===== src/hw/rtl/rkl_pkg.sv =====
package rkl_pkg;

    // Fixed field widths of the stream and configuration ports
    localparam int K_RANK_W   = 7;
    localparam int IN_VALUE_W = 32;
    localparam int OUT_W      = 32;

    localparam logic [K_RANK_W-1:0] K_RANK_RESET = K_RANK_W'(1);

    // Control bits handed from one cell to the next
    typedef struct packed {
        logic gt;     // incoming value belongs at or above this cell
        logic valid;  // cell holds a kept value for the current transaction
    } link_t;

endpackage


===== src/hw/rtl/rkl_cell.sv =====
module rkl_cell #(
    parameter int INDEX      = 0,
    parameter int VALUE_BITS = 32,
    parameter int CMP_W      = 7
) (
    input  logic                  aclk,
    input  logic                  aresetn,
    input  logic                  accept,
    input  logic                  clear,
    input  logic [VALUE_BITS-1:0] in_value,
    input  logic [CMP_W-1:0]      k_eff,
    input  rkl_pkg::link_t        prev_link,
    input  logic [VALUE_BITS-1:0] prev_value,
    output rkl_pkg::link_t        link,
    output logic [VALUE_BITS-1:0] value,
    output logic                  kept,
    output logic                  is_last
);

    localparam logic [CMP_W-1:0] IDX = CMP_W'(INDEX);

    logic [VALUE_BITS-1:0] value_reg;
    logic [VALUE_BITS-1:0] value_next;
    logic                  valid_reg;
    logic                  valid_next;
    logic                  live;
    logic                  valid_cur;
    logic                  gt;

    assign live      = IDX < k_eff;
    assign is_last   = IDX == (k_eff - CMP_W'(1));
    assign valid_cur = valid_reg & live & ~clear;
    // equal values stay above the newcomer
    assign gt        = ~valid_cur | (in_value > value_reg);

    assign link.gt    = gt;
    assign link.valid = valid_cur;
    assign value      = value_reg;
    // stored entry, independent of the transaction on offer
    assign kept       = valid_reg & live;

    always_comb begin
        value_next = value_reg;
        valid_next = valid_reg & live;
        if (accept) begin
            valid_next = valid_cur;
            if (live && gt) begin
                if (prev_link.gt) begin
                    // shift down from the neighbor
                    value_next = prev_value;
                    valid_next = prev_link.valid;
                end else begin
                    // insertion point
                    value_next = in_value;
                    valid_next = 1'b1;
                end
            end
        end
    end

    always_ff @(posedge aclk) begin
        if (!aresetn) begin
            valid_reg <= 1'b0;
        end else begin
            valid_reg <= valid_next;
        end
    end

    always_ff @(posedge aclk) begin
        value_reg <= value_next;
    end

endmodule


===== config.mk =====
export PLATFORM = sky130hd
export DESIGN_NAME = rkl_cell
export DESIGN_NICKNAME = d
export VERILOG_FILES = /design/src/hw/rtl/rkl_pkg.sv /design/src/hw/rtl/rkl_cell.sv
export SDC_FILE = /design/constraint.sdc
export NUM_CORES = 1
export LEC_CHECK = 0
export BUFFER_PORTS_ARGS = -buffer_cell sky130_fd_sc_hd__buf_2
export CORE_AREA = 10 10 96 98
export DETAILED_ROUTE_END_ITERATION = 10
export DIE_AREA = 0 0 106 108
export PLACE_DENSITY = 0.58
export RECOVER_POWER = 100
export SYNTH_ARGS = -nofsm -noshare
export SYNTH_HDL_FRONTEND = slang
export SYNTH_SLANG_ARGS = --single-unit

===== constraint.sdc =====
create_clock -name aclk -period 3.4 [get_ports aclk]
set_input_delay 0.68 -clock aclk [delete_from_list [all_inputs] [get_ports aclk]]
set_output_delay 0.68 -clock aclk [all_outputs]
set_load 0.005 [all_outputs]

==> qor.txt <==
Worst Path Max Fanout -> 3
Min Hold Slack -> 0.623 ns
Diodes inserted -> 0
CTS tree -> yes
grt met1 use -> 0.119
# IOs -> 113
most common cell after layout, fill and taps aside -> buf_2
Design Area, Final -> 2980 µm²
Die X -> 106 µm
status -> finished with violations
clk_lat worst skew -> 0.28 ns
register area share after synthesis -> 0.429
DP Area -> 2960 µm²
total die area -> 11,400 µm²
Vias/cell -> 4.47
WL/cell -> 14.6 µm
final setup vio count -> 0
GRT overflow -> 0
Seq cells post-synth -> 33
main combinational cell family by area after synthesis -> adder cells
wirelength, routed -> 6030 µm
dpl hpwl -> 5130 µm
setup bufs post-CTS -> 0
Synth Area in Adders -> 0.175
final setup margin -> 0.499 ns
commonest cells after routing, fill and taps aside -> buf_2 (77), clkbuf_1 (38), inv_1 (32), ha_1 (32), edfxtp_1 (32)
CTS Buf Count -> 5
failing checks -> capacitance limit, slew limit
# rows -> 32
count of buffers from port buffering -> 112
via count -> 1,845
Worst Hold Class -> reg -> reg
Mapped Cells -> 195
Area growth syn-to-layout -> 30.2%
critical path required time -> 2.72 ns
Mapped Area -> 2290 µm²
Post-CTS Resized -> 0
clk buf depth -> 2
post-route ant nets -> 0
Post-Synth XOR/XNOR Area -> 0
CP Class -> in -> out
core box area -> 7450 µm²
Post-Syn Area per Cell -> 11.7 µm²
clock root buffer -> clkbuf_8
max reg flops -> 32
vias in the first global route -> 1,970
unrepaired setup endpoints after global routing -> false
starting density of the core -> 0.307
Ys Warns -> 0
layout filler cell count -> 793
final std cells w/o fill -> 413
Tmin final -> 2.90 ns
cts hold-fix bufs -> 0
grt peak-use layer -> met2
power consumption -> 1.03 mW
compound-gate portion of the synthesized area -> 0.0880
P per Cell Area -> 347 nW/µm²
Max Cap Viol -> 1
layout cell share with drive strength beyond 1 -> 0.386
Setup Skew -> 0.00522 ns
routing usage on met2 -> 0.165
Worst-Margin Slew -> 1.87 ns
# placed instances -> 405
floorplan die height -> 108 µm
initial antenna violation count -> 0
max frequency -> 0.345 GHz
Place WS -> 0.473 ns
clk sinks -> 33
Leak -> 1.38 nW
pin count of the biggest net entering global routing -> 35
drt drc -> 0
multiplexer share of the synthesized area -> 0.153
Worst EP arrival -> 2.22 ns
Iter 0 DRT Violations -> 37
max-slew violation count -> 35
M3 GR Usage -> 0.0470
final hold viol count -> 0
GRT Overall Usage -> 0.103
Setup crit start kind -> input pin
Critical Path End Type -> primary output
nets -> 419
slew margin rel. -> -0.250
first-pass GRT wire length -> 9540 µm
post-route setup TNS -> 0 ns
Post-Syn Nets -> 304
GPL Wtd Cong -> 0.727
Simple-Gate Fraction of Synth Area -> 0.0891
Unique masters post-synth -> 36
final worst-path cycle share -> 0.853
Core Util, Final -> 0.400
Clock transition at path regs -> 0.06 ns
VDD IR-drop max -> 0.000149 V
CTS H-tree lvls -> 2
Pre-Repair DR Iteration Count -> 4
-- routing by layer --
layer | wire [µm] | up-vias
li1 | - | 952
met1 | 2580 | 811
met2 | 2780 | 76
met3 | 583 | 6
met4 | 87 | 0
met5 | 0 | -
-- kinds of logic (layout without fill, tap and decap cells) --
kind of cell,count (synthesis),after routing
buffers and inverters,38,154
DFF,33,33
and+or+nand+nor,33,33
adders and majority gates,32,32
muxes,31,31
AOI/OAI and AO/OA,28,28
-- critical path: stages --
cell      delay, ns
clkbuf_1       0.09
ha_1           0.31
nand4_1        0.18
nor4_1         0.39
nor2b_1        0.18
o41ai_1        0.08
o211ai_1       0.15
clkbuf_1       0.16
-- final timing paths --
| check | from | end | slack (ns) | cells past startpoint |
|---|---|---|---|---|
| worst max-delay path | in_value[27] | link[1] | 0.50 | 8 |
| worst min-delay path | valid_reg | valid_reg | 0.62 | 2 |
| worst max register to register | value[27] | value[20] | 0.72 | 9 |
| worst min register to register | valid_reg | valid_reg | 0.62 | 2 |
-- cell type report --
type,instances,area [µm²],share of cell area
flip-flops and latches,33,981,0.329
multi-input cells,124,1140,0.384
clock buffers,8,80.1,0.0269
well taps,102,128,0.0428
inverters,32,120,0.0403
repair buffers,114,527,0.177
-- cells in the mapped netlist --
| master | number | area (µm²) |
|---|---|---|
| dfxtp_1 | 1 | 20.0 |
| and2_1 | 2 | 12.5 |
| o22ai_1 | 1 | 6.26 |
| a21boi_1 | 1 | 7.51 |
| nand2_1 | 6 | 22.5 |
| o21ai_1 | 1 | 5.00 |
| nand3b_1 | 1 | 7.51 |
| nor3_2 | 1 | 10.0 |
| mux2_2 | 31 | 349 |
| a211oi_1 | 2 | 15.0 |
| nor4_1 | 4 | 25.0 |
| and3_1 | 2 | 12.5 |
| clkbuf_1 | 2 | 7.51 |
| o41ai_2 | 1 | 16.3 |
| nor2b_1 | 2 | 12.5 |
| and3b_1 | 1 | 8.76 |
| o211ai_1 | 1 | 7.51 |
| buf_4 | 2 | 15.0 |
| edfxtp_1 | 32 | 961 |
| nor2_1 | 3 | 11.3 |
| a41o_1 | 1 | 10.0 |
| nand4_1 | 7 | 43.8 |
| a21oi_2 | 2 | 17.5 |
| o211ai_2 | 1 | 12.5 |
| a21o_1 | 2 | 15.0 |
| inv_1 | 32 | 120 |
| nand3_1 | 2 | 10.0 |
| o221ai_1 | 1 | 8.76 |
| ha_1 | 32 | 400 |
| buf_2 | 2 | 10.0 |
| a221o_1 | 1 | 10.0 |
| nand4_4 | 1 | 21.3 |
| a21oi_1 | 9 | 45.0 |
| o21ai_0 | 2 | 10.0 |
| o21a_1 | 2 | 15.0 |
| or2_1 | 1 | 6.26 |
-- power breakdown --
group          internal [mW]  total, mW  switching (mW)
sequential             0.487      0.502          0.0146
combinational          0.124      0.248           0.124
clock                  0.145      0.283           0.138
No activity file was read; power rests on OpenSTA's default activity.
